### config.mk
export PLATFORM = sky130hd
export DESIGN_NAME = base64_stream_encoder
export DESIGN_NICKNAME = d
export VERILOG_FILES = /design/src/b64se_pkg.sv /design/src/base64_stream_encoder.sv /design/src/b64se_front.sv /design/src/b64se_queue.sv /design/src/b64se_back.sv
export SDC_FILE = /design/constraint.sdc
export NUM_CORES = 1
export LEC_CHECK = 0
export BUFFER_PORTS_ARGS = -buffer_cell sky130_fd_sc_hd__buf_2
export CORE_MARGIN = 2
export CORE_UTILIZATION = 38
export CTS_BUF_LIST = sky130_fd_sc_hd__clkbuf_16
export CTS_CLUSTER_DIAMETER = 40
export CTS_CLUSTER_SIZE = 20
export DETAILED_ROUTE_END_ITERATION = 8
export SETUP_SLACK_MARGIN = 0.02
export SLEW_MARGIN = 10
export SYNTH_ARGS = -nofsm -noshare
export SYNTH_HDL_FRONTEND = slang
export SYNTH_HIERARCHICAL = 1
export SYNTH_SLANG_ARGS = --single-unit
### constraint.sdc
create_clock -name clock -period 6.2 [get_ports clock]
set_clock_uncertainty 0.15 [all_clocks]
set_input_delay 0.31 -clock clock [delete_from_list [all_inputs] [get_ports clock]]
set_output_delay 0.31 -clock clock [all_outputs]
set_load 0.01 [all_outputs]
### src/b64se_pkg.sv
// Shared types, constants and the character table of the base64 stream encoder.
`timescale 1ns / 1ps
package b64se_pkg;

   localparam int QueueDepth = 4;
   localparam int QueuePtrWidth = $clog2(QueueDepth);
   localparam int QueueCountWidth = $clog2(QueueDepth + 1);

   localparam logic [6:0] CharPlus = 7'h2B;
   localparam logic [6:0] CharSlash = 7'h2F;
   localparam logic [6:0] CharPad = 7'h3D;
   localparam logic [6:0] CharPercent = 7'h25;
   localparam logic [6:0] CharTwo = 7'h32;
   localparam logic [6:0] CharThree = 7'h33;
   localparam logic [6:0] CharUpperB = 7'h42;
   localparam logic [6:0] CharUpperF = 7'h46;
   localparam logic [6:0] CharUpperD = 7'h44;

   localparam logic [1:0] SubPercent = 2'd0;
   localparam logic [1:0] SubDigit = 2'd1;
   localparam logic [1:0] SubLetter = 2'd2;

   localparam logic [1:0] CharLast = 2'd3;
   localparam logic [1:0] GroupFull = 2'd3;

   typedef struct packed {
      logic [23:0] group;
      logic [1:0]  nbytes;
      logic        last;
   } group_entry_type;

   typedef struct packed {
      logic            valid;
      group_entry_type entry;
   } queue_head_type;

   function automatic logic [6:0] b64_char(input logic [5:0] idx);
      logic [6:0] ch;
      if (idx < 6'd26) begin
         ch = 7'h41 + {1'b0, idx};
      end else if (idx < 6'd52) begin
         ch = 7'h61 + {1'b0, idx} - 7'd26;
      end else if (idx < 6'd62) begin
         ch = 7'h30 + {1'b0, idx} - 7'd52;
      end else if (idx == 6'd62) begin
         ch = CharPlus;
      end else begin
         ch = CharSlash;
      end
      return ch;
   endfunction

endpackage

### src/base64_stream_encoder.sv
// Top level of the base64 stream encoder: configuration register and part wiring.
// A closing byte's group is written to the queue, then its first character is registered.
// The sequencer gives one character per cycle while rsp_stall is low; a group gives four
// characters, or up to twelve with url escaping.
// Bytes are accepted every cycle while the four-entry group queue has room.
// Synchronous reset clears pending bytes, the queue, the sequencer and url escaping.
`timescale 1ns / 1ps
module base64_stream_encoder (
   input  logic       clock,
   input  logic       reset,
   input  logic       req_valid,
   output logic       req_stall,
   input  logic [7:0] req_data_byte,
   input  logic       req_last_byte,
   output logic       rsp_valid,
   input  logic       rsp_stall,
   output logic [6:0] rsp_out_char,
   output logic       rsp_end_of_run,
   output logic       rsp_end_of_message,
   input  logic       csr_wr_en,
   input  logic       csr_wr_data
);

   logic                       url_escape_ff, url_escape_in;
   logic                       push, pop, queue_full;
   b64se_pkg::group_entry_type push_entry;
   b64se_pkg::queue_head_type  head;

   assign url_escape_in = csr_wr_en ? csr_wr_data : url_escape_ff;

   always_ff @(posedge clock) begin
      if (reset) begin
         url_escape_ff <= 1'b0;
      end else begin
         url_escape_ff <= url_escape_in;
      end
   end

   b64se_front u_front (
      .clock         (clock),
      .reset         (reset),
      .req_valid     (req_valid),
      .req_stall     (req_stall),
      .req_data_byte (req_data_byte),
      .req_last_byte (req_last_byte),
      .queue_full    (queue_full),
      .push          (push),
      .push_entry    (push_entry)
   );

   b64se_queue u_queue (
      .clock      (clock),
      .reset      (reset),
      .push       (push),
      .push_entry (push_entry),
      .pop        (pop),
      .full       (queue_full),
      .head       (head)
   );

   b64se_back u_back (
      .clock              (clock),
      .reset              (reset),
      .url_escape         (url_escape_ff),
      .head               (head),
      .pop                (pop),
      .rsp_valid          (rsp_valid),
      .rsp_stall          (rsp_stall),
      .rsp_out_char       (rsp_out_char),
      .rsp_end_of_run     (rsp_end_of_run),
      .rsp_end_of_message (rsp_end_of_message)
   );

endmodule

### src/b64se_front.sv
// Front end: accepts bytes, holds pending bytes and forms three-byte groups.
`timescale 1ns / 1ps
module b64se_front (
   input  logic                      clock,
   input  logic                      reset,
   input  logic                      req_valid,
   output logic                      req_stall,
   input  logic [7:0]                req_data_byte,
   input  logic                      req_last_byte,
   input  logic                      queue_full,
   output logic                      push,
   output b64se_pkg::group_entry_type push_entry
);

   logic [15:0] pending_bytes_ff, pending_bytes_in;
   logic [1:0]  pending_count_ff, pending_count_in;
   logic [1:0]  count_clamped;
   logic [1:0]  nbytes;
   logic        accept;

   assign req_stall = queue_full;
   assign accept = req_valid & ~queue_full;

   always_comb begin
      count_clamped = (pending_count_ff == 2'd3) ? 2'd2 : pending_count_ff;
      nbytes = count_clamped + 2'd1;
      case (count_clamped)
         2'd0: push_entry.group = {req_data_byte, 16'h0000};
         2'd1: push_entry.group = {pending_bytes_ff[7:0], req_data_byte, 8'h00};
         default: push_entry.group = {pending_bytes_ff, req_data_byte};
      endcase
      push_entry.nbytes = nbytes;
      push_entry.last = req_last_byte;
      push = accept & ((nbytes == b64se_pkg::GroupFull) | req_last_byte);
      pending_bytes_in = pending_bytes_ff;
      pending_count_in = pending_count_ff;
      if (push) begin
         pending_bytes_in = 16'h0000;
         pending_count_in = 2'd0;
      end else if (accept) begin
         pending_bytes_in = {pending_bytes_ff[7:0], req_data_byte};
         pending_count_in = nbytes;
      end
   end

   always_ff @(posedge clock) begin
      if (reset) begin
         pending_bytes_ff <= 16'h0000;
         pending_count_ff <= 2'd0;
      end else begin
         pending_bytes_ff <= pending_bytes_in;
         pending_count_ff <= pending_count_in;
      end
   end

   a_pending_below_three: assert property (@(posedge clock) disable iff (reset)
      pending_count_ff != 2'd3)
      else $error("pending count reached three");

endmodule

### src/b64se_queue.sv
// Short queue of formed groups between the front end and the character sequencer.
`timescale 1ns / 1ps
module b64se_queue (
   input  logic                       clock,
   input  logic                       reset,
   input  logic                       push,
   input  b64se_pkg::group_entry_type push_entry,
   input  logic                       pop,
   output logic                       full,
   output b64se_pkg::queue_head_type  head
);

   b64se_pkg::group_entry_type slots_ff [b64se_pkg::QueueDepth];
   logic [b64se_pkg::QueuePtrWidth-1:0]   rd_ptr_ff, rd_ptr_in;
   logic [b64se_pkg::QueuePtrWidth-1:0]   wr_ptr_ff, wr_ptr_in;
   logic [b64se_pkg::QueueCountWidth-1:0] count_ff, count_in;
   logic                                  do_push, do_pop;

   always_comb begin
      full = (count_ff == b64se_pkg::QueueCountWidth'(b64se_pkg::QueueDepth));
      head.valid = (count_ff != '0);
      head.entry = slots_ff[rd_ptr_ff];
      do_push = push & ~full;
      do_pop = pop & head.valid;
      rd_ptr_in = do_pop ? rd_ptr_ff + 1'b1 : rd_ptr_ff;
      wr_ptr_in = do_push ? wr_ptr_ff + 1'b1 : wr_ptr_ff;
      count_in = count_ff;
      if (do_push & ~do_pop) begin
         count_in = count_ff + 1'b1;
      end else if (do_pop & ~do_push) begin
         count_in = count_ff - 1'b1;
      end
   end

   always_ff @(posedge clock) begin
      if (reset) begin
         rd_ptr_ff <= '0;
         wr_ptr_ff <= '0;
         count_ff <= '0;
      end else begin
         rd_ptr_ff <= rd_ptr_in;
         wr_ptr_ff <= wr_ptr_in;
         count_ff <= count_in;
      end
   end

   always_ff @(posedge clock) begin
      if (do_push) begin
         slots_ff[wr_ptr_ff] <= push_entry;
      end
   end

   a_count_bounded: assert property (@(posedge clock) disable iff (reset)
      count_ff <= b64se_pkg::QueueCountWidth'(b64se_pkg::QueueDepth))
      else $error("queue count beyond depth");

   a_no_push_when_full: assert property (@(posedge clock) disable iff (reset)
      !(push && full))
      else $error("item pushed into full queue");

   a_ptr_gap: assert property (@(posedge clock) disable iff (reset)
      (wr_ptr_ff - rd_ptr_ff) == count_ff[b64se_pkg::QueuePtrWidth-1:0])
      else $error("queue pointers disagree with count");

endmodule

### src/b64se_back.sv
// Back end: steps through the four characters of a group, escaping and registering each.
`timescale 1ns / 1ps
module b64se_back (
   input  logic                      clock,
   input  logic                      reset,
   input  logic                      url_escape,
   input  b64se_pkg::queue_head_type head,
   output logic                      pop,
   output logic                      rsp_valid,
   input  logic                      rsp_stall,
   output logic [6:0]                rsp_out_char,
   output logic                      rsp_end_of_run,
   output logic                      rsp_end_of_message
);

   logic [1:0] char_ff, char_in;
   logic [1:0] sub_ff, sub_in;
   logic       valid_ff, valid_in;
   logic [6:0] out_char_ff, out_char_in;
   logic       eor_ff, eor_in;
   logic       eom_ff, eom_in;
   logic [5:0] sextet;
   logic [6:0] base_char;
   logic       special;
   logic       sub_done;
   logic       advance;

   always_comb begin
      case (char_ff)
         2'd0: sextet = head.entry.group[23:18];
         2'd1: sextet = head.entry.group[17:12];
         2'd2: sextet = head.entry.group[11:6];
         default: sextet = head.entry.group[5:0];
      endcase
      base_char = (char_ff > head.entry.nbytes) ? b64se_pkg::CharPad
                                                : b64se_pkg::b64_char(sextet);
      special = url_escape & ((base_char == b64se_pkg::CharPlus)
                              | (base_char == b64se_pkg::CharSlash)
                              | (base_char == b64se_pkg::CharPad));
      sub_done = ~special | (sub_ff == b64se_pkg::SubLetter);
      advance = head.valid & (~valid_ff | ~rsp_stall);

      case (sub_ff)
         b64se_pkg::SubPercent: out_char_in = special ? b64se_pkg::CharPercent : base_char;
         b64se_pkg::SubDigit: out_char_in = (base_char == b64se_pkg::CharPad)
                                            ? b64se_pkg::CharThree : b64se_pkg::CharTwo;
         b64se_pkg::SubLetter: begin
            if (base_char == b64se_pkg::CharPlus) begin
               out_char_in = b64se_pkg::CharUpperB;
            end else if (base_char == b64se_pkg::CharSlash) begin
               out_char_in = b64se_pkg::CharUpperF;
            end else begin
               out_char_in = b64se_pkg::CharUpperD;
            end
         end
         default: out_char_in = base_char;
      endcase

      eor_in = sub_done & (char_ff == b64se_pkg::CharLast);
      eom_in = eor_in & head.entry.last;
      pop = advance & eor_in;

      char_in = char_ff;
      sub_in = sub_ff;
      valid_in = valid_ff;
      if (advance) begin
         valid_in = 1'b1;
         if (sub_done) begin
            sub_in = b64se_pkg::SubPercent;
            char_in = char_ff + 2'd1;
         end else begin
            sub_in = sub_ff + 2'd1;
         end
      end else if (~rsp_stall) begin
         valid_in = 1'b0;
      end
   end

   always_ff @(posedge clock) begin
      if (reset) begin
         char_ff <= 2'd0;
         sub_ff <= b64se_pkg::SubPercent;
         valid_ff <= 1'b0;
      end else begin
         char_ff <= char_in;
         sub_ff <= sub_in;
         valid_ff <= valid_in;
      end
   end

   always_ff @(posedge clock) begin
      if (advance) begin
         out_char_ff <= out_char_in;
         eor_ff <= eor_in;
         eom_ff <= eom_in;
      end
   end

   assign rsp_valid = valid_ff;
   assign rsp_out_char = out_char_ff;
   assign rsp_end_of_run = eor_ff;
   assign rsp_end_of_message = eom_ff;

   a_sub_in_range: assert property (@(posedge clock) disable iff (reset)
      sub_ff != 2'd3)
      else $error("escape step out of range");

   a_eom_on_eor: assert property (@(posedge clock) disable iff (reset)
      (valid_ff && eom_ff) |-> eor_ff)
      else $error("end of message without end of run");

   a_pop_restarts: assert property (@(posedge clock) disable iff (reset)
      pop |=> (char_ff == 2'd0 && sub_ff == b64se_pkg::SubPercent))
      else $error("sequencer not rewound after group");

endmodule
---- After elaboration in Yosys (flattened, before gate mapping) ----
Memory sizes are Yosys's and may differ from the RTL's. A register that Yosys moved wholly into a read port is not among the register bits.
Index checks and enable logic that the tools add are counted.
storage, ports and cells
  bits in registers ....................... 40
  bits in writable memories ............... 108
  input bits .............................. 15
  output and inout port bits .............. 11
  word-level logic and storage cells ...... 94
  memories kept ........................... 1
operators by class
  add/sub/neg operators ................... 12
  $lt $le $gt $ge ......................... 4
  equality and inequality tests ........... 14
  mux-type cells .......................... 22
  bitwise gates (word level) .............. 22
  reduce and logical (&&, ||, !) cells .... 7
memory list
  memory            depth  bits a word  read ports  clocked after Yosys merged registers in  wr ports  RTL line           RTL
  u_queue.slots_ff  4      27           1           1                                        1         b64se_queue.sv:13  b64se_pkg::group_entry_type slots_ff [b64se_pkg::QueueDepth];
operators by type and width
  cell                 count
  $pmux 24 s2          1
  $mux 7               6
  $eq 7x6->1 const B   3
  $pmux 7 s3           1
  $pmux 6 s3           1
  $add 7x6->7 const A  2
  $lt 6x6->1 const B   2
  $and 1x1->1          11
  $add 2x1->2 const B  5
  $eq 2x2->1 const B   5
  $mux 2               5
  $mux 3               3
  $add 6x6->7 const A  1
  $sub 7x5->7 const B  1
  $sub 7x6->7 const B  1
  $eq 2x1->1 const B   3
  $eq 6x6->1 const B   1
  $logic_not 2->1      3
  $lt 6x5->1 const B   1
  $not 1->1            6
  $mux 1               5
  $or 1x1->1           5
  $add 3x1->3 const B  1
  $eq 3x3->1 const B   1
  7 further kinds      7

---- Logic depth before layout (Yosys ltp) ----
  depth after elaboration ................. 20
  gate-level depth with buffers ........... 23
  gate-level depth less buffers ........... 20

---- By module ----
The synthesis kept the hierarchy.
modules (own cells, without submodules)
  module                 times used  cells an instance  area each (µm²)  sequential area each (µm²)
  b64se_queue            1           189                4390.5           3423.3
  b64se_back             1           187                1562.7           370.4
  b64se_front            1           133                1022.2           360.3
  base64_stream_encoder  1           3                  33.8             20.0

---- Least setup slack after synthesis ----
Ideal clock, no wire load.
  path kind ............................... register to register
  from .................................... register (tool-made name)
  to ...................................... register u_queue/count_ff[2] (netlist bit)
  library setup time ...................... 0.070 ns
  arrival time ............................ 4.587 ns
  data required time ...................... 5.980 ns
  path slack .............................. 1.393 ns
  stages on the path, launching flop included .. 24
  path buffers ............................ 4
  period minus slack after synthesis ...... 4.807 ns
  path through ............................ dfxtp_1 -> buf_6 -> buf_12 -> mux4_2 -> a22oi_1 -> a22o_2 -> inv_2 -> buf_4 -> ha_1 -> clkbuf_1 -> inv_1 -> o21ai_0 -> o22ai_1 -> a2111oi_4 -> or3_4 -> a21boi_1 -> nor3b_1 -> o31ai_2 -> ha_1 -> inv_1 -> fa_1 -> xor2_1 -> or3_1 -> a21oi_1
RTL lines
  what                    RTL line           RTL
  end signal: assignment  b64se_queue.sv:43  count_ff <= count_in;
  end: declaration        b64se_queue.sv:16  logic [b64se_pkg::QueueCountWidth-1:0] count_ff, count_in;

==> results.toml <==
[global_route]
grt_first_pass_wirelength_um = 22300
grt_antenna_before_repair = 0
globalRouteTotalUtil_pct = 14.8
global_route.overflow_total = 0
grt_pass1_vias = 4226
grt_start_max_net_pins = 37

[timing]
slew_violations = 0
worst_slack_ns = 0.704
final_hold_violation_count = 0
min_period_over_period_pct = 88.6
timing.setup.tns_ns = 0
worst_pin_slew_ns = 0.734
timing.fmax_mhz = 182
final-setup-viol-count = 0
final.min_clock_period_ns = 5.50
grt_setup_unrepaired = "no"
timing.slew.headroom_pct = 51.0

[drt]
drt_pre_antenna_iters = 5
wl_met2_um = 6870
post_drt_wl_per_cell_um = 17.6
routed_wirelength_um = 13900
routed_via_count = 4149
drt.antenna.violating_nets = 0
route.top_layer_used = "met4"
drt-initial-drc-count = 314
avg_vias_per_cell = 5.27
wl_met3_um = 424
routedLengthMet1_um = 6290
drcViolationCount = 0

[setup_path]
timing.critical_path.from_type = "register"
crit_fanout = 18
timing.setup.critical_path_class = "register to register"
worst_ep_required_time_ns = 6.39
timing.critical_path.to_type = "register"
worst-endpoint-arrival_ns = 5.69

[min_path]
min-delay-path-class = "input port to register"

[synthesis]
synth_nets = 547
syn_inst = 512
yosysSeqAreaShare_pct = 59.6
synth_top_cell_area_share_pct = 50.1
synthesized_area_per_cell_um2 = 13.7
ys_dominant_reg_cell = "edfxtp_1"
synth_top_cell_by_area = "edfxtp_1"
synth.lib_cells_used.distinct = 72
synth-edff-count = 117
yosys-top-cells-area = "edfxtp_1 50%, dfxtp_1 9.4%, mux4_2 8.4%"
synth_area_um2 = 7010
ys_warn_count = 6
synth-seq-cells = 150
synth-async-reset-ratio_pct = 0

[cts]
largest_buffer_count_on_any_clock_path = 2
worstSkewPairLatency_ns = 0.41
clock_transition_time_at_the_flip_flop_clock_pins_of_the_worst_setup_and_hold_paths_ns = 0.06
tritoncts_clock_tree = "built"
ctsHoldBuffers = 5
cts_max_level = 4
post_cts.repair.setup_buffers = 0
cts.root.buffer_cell = "clkbuf_16"
cts.repair.resized = 0
clkSinkCount = 150
cts_inserted_buffers = 17

[pwr]
ir_drop_mv = 0.211
power.total_mw = 3.11
power.leakage_nw = 2.75
cellPowerDensity_nw_per_um2 = 392

[floorplan]
die_height_um = 140
initial_core_util_pct = 38.9
num_io_pins = 26
core_area_um2 = 18000
die-area_um2 = 19500
die_x_um = 140
cell_rows = 49

[status]
outcome = "completed"

[place]
io_buffer_count = 25
hpwlAfterDp_um = 9340
dpl-instance-area_um2 = 7290
finalWeightedCongestion = 0.804
placement.setup.worst_slack_ns = 0.728

[finish]
final_layout_size_suffix_gt1_share_pct = 19.4
nFillCells = 1652
diodes = 0
syn2layout_area_growth_pct = 13.2
design_area_um2 = 7940
design.final.nets = 580

[job]
max-cap-violations = 0
## Yosys cell counts (7+ instances only)
cell,count
mux4_2,26
buf_6,7
ha_1,19
mux2i_1,11
buf_2,10
edfxtp_1,117
nor2_1,18
inv_1,22
a22o_1,9
and2_1,13
dfxtp_1,33
o21ai_0,21
nand2_1,64
a21oi_1,33
## metal layers
| layer | up-vias | global-route usage [%] |
|---|---|---|
| met4 | 0 | 5.84 |
| met2 | 75 | 24.5 |
| met1 | 2047 | 18.8 |
| met3 | 15 | 3.30 |
| met5 | - | 0 |
| li1 | 2012 | - |
## registers in the layout (all words and copies together) (netlist names), named ones only
register and cells:
u_queue/slots_ff 108, u_back/rsp_end_of_message 1, u_back/rsp_out_char 7, u_back/rsp_valid 1
u_queue/rd_ptr_ff 2, u_front/pending_bytes_ff 16, u_back/char_ff 2, u_queue/count_ff 3
u_back/sub_ff 2, u_queue/wr_ptr_ff 2, u_back/rsp_end_of_run 1, url_escape_ff 1
u_front/pending_count_ff 2
## logic make-up (layout without fill, tap and decap cells)
group | after synthesis | in the layout | synth area share, %
muxes | 39 | 39 | 10.6
xor gates and xnor gates | 6 | 6 | 0.750
and+or+nand+nor | 129 | 129 | 9.10
buffers and inverters | 51 | 97 | 4.34
DFF | 150 | 150 | 59.6
AOI/OAI and AO/OA | 117 | 117 | 12.0
adders and majority gates | 20 | 20 | 3.68
## worst max-delay path: stages, from the launching register on
cell and delay, ns:
dfxtp_2 0.72, buf_4 0.26, mux4_2 0.50, a22oi_1 0.24, a21o_1 0.32, inv_1 0.13, ha_1 0.25, a221o_1 0.40
a2111oi_4 0.43, nand2_1 0.21, a21boi_1 0.30, nor3b_1 0.12, o31ai_2 0.10, ha_1 0.25, inv_1 0.06, fa_1 0.37
xor2_1 0.16, or3_1 0.30, a21oi_1 0.15
## final cells by class
type / instances / area, µm² / share of cell area [%]
clock buffers: 17 / 425 / 5.36
clock inverters: 15 / 173 / 2.18
inverters: 25 / 93.8 / 1.18
multi-input cells: 311 / 2530 / 31.9
flip-flops and latches: 150 / 4180 / 52.6
well taps: 229 / 287 / 3.61
repair buffers: 40 / 250 / 3.15
## final timing paths
path                          startpoint                     endpoint  slack (ns)  depth (start not counted)
min                     req_data_byte[1]  u_front/pending_bytes_ff[1]        0.02                          3
max reg2reg                     register          u_queue/count_ff[2]        0.70                         18
max                             register          u_queue/count_ff[2]        0.70                         18
min reg2reg  u_front/pending_bytes_ff[9]  u_front/pending_bytes_ff[9]        0.30                          2
## where the power goes
part / internal [mW] / switching [mW]
combinational: 0.313 / 0.537
clock: 0.661 / 0.369
sequential: 1.19 / 0.0375
total: 2.17 / 0.943
## placed cells by master (no fill, tap or decap), drive strengths merged, types with 3 or more instances in the layout
master,netlist,routed
o311ai,4,4
mux2i,12,12
inv,25,28
a211oi,5,5
edfxtp,117,117
a22oi,5,5
a31oi,5,5
buf,23,35
nand2,64,64
a21oi,33,33
and2,14,14
a22o,10,10
clkbuf,3,17
nand3,5,5
bufinv,0,4
dfxtp,33,33
nor2b,5,5
dlygate4sd3,0,5
o31ai,4,4
o21ai,22,22
nand2b,4,4
xor2,4,4
nor2,19,19
mux4,27,27
ha,19,19
or3,5,5
nor3,4,4
o211ai,3,3
clkinv,0,7
## per-stage QoR
step	hold WS, ns	utilization, %	std cells
2_1_floorplan	0.229	-	512
3_5_place_dp	0.298	40.4	750
6_report	0.0240	44.0	787
3_3_place_gp	0.294	40.4	750
4_1_cts	0.00388	44.0	787
5_1_grt	0.0187	44.0	787
No activity file was read; power rests on OpenSTA's default activity.
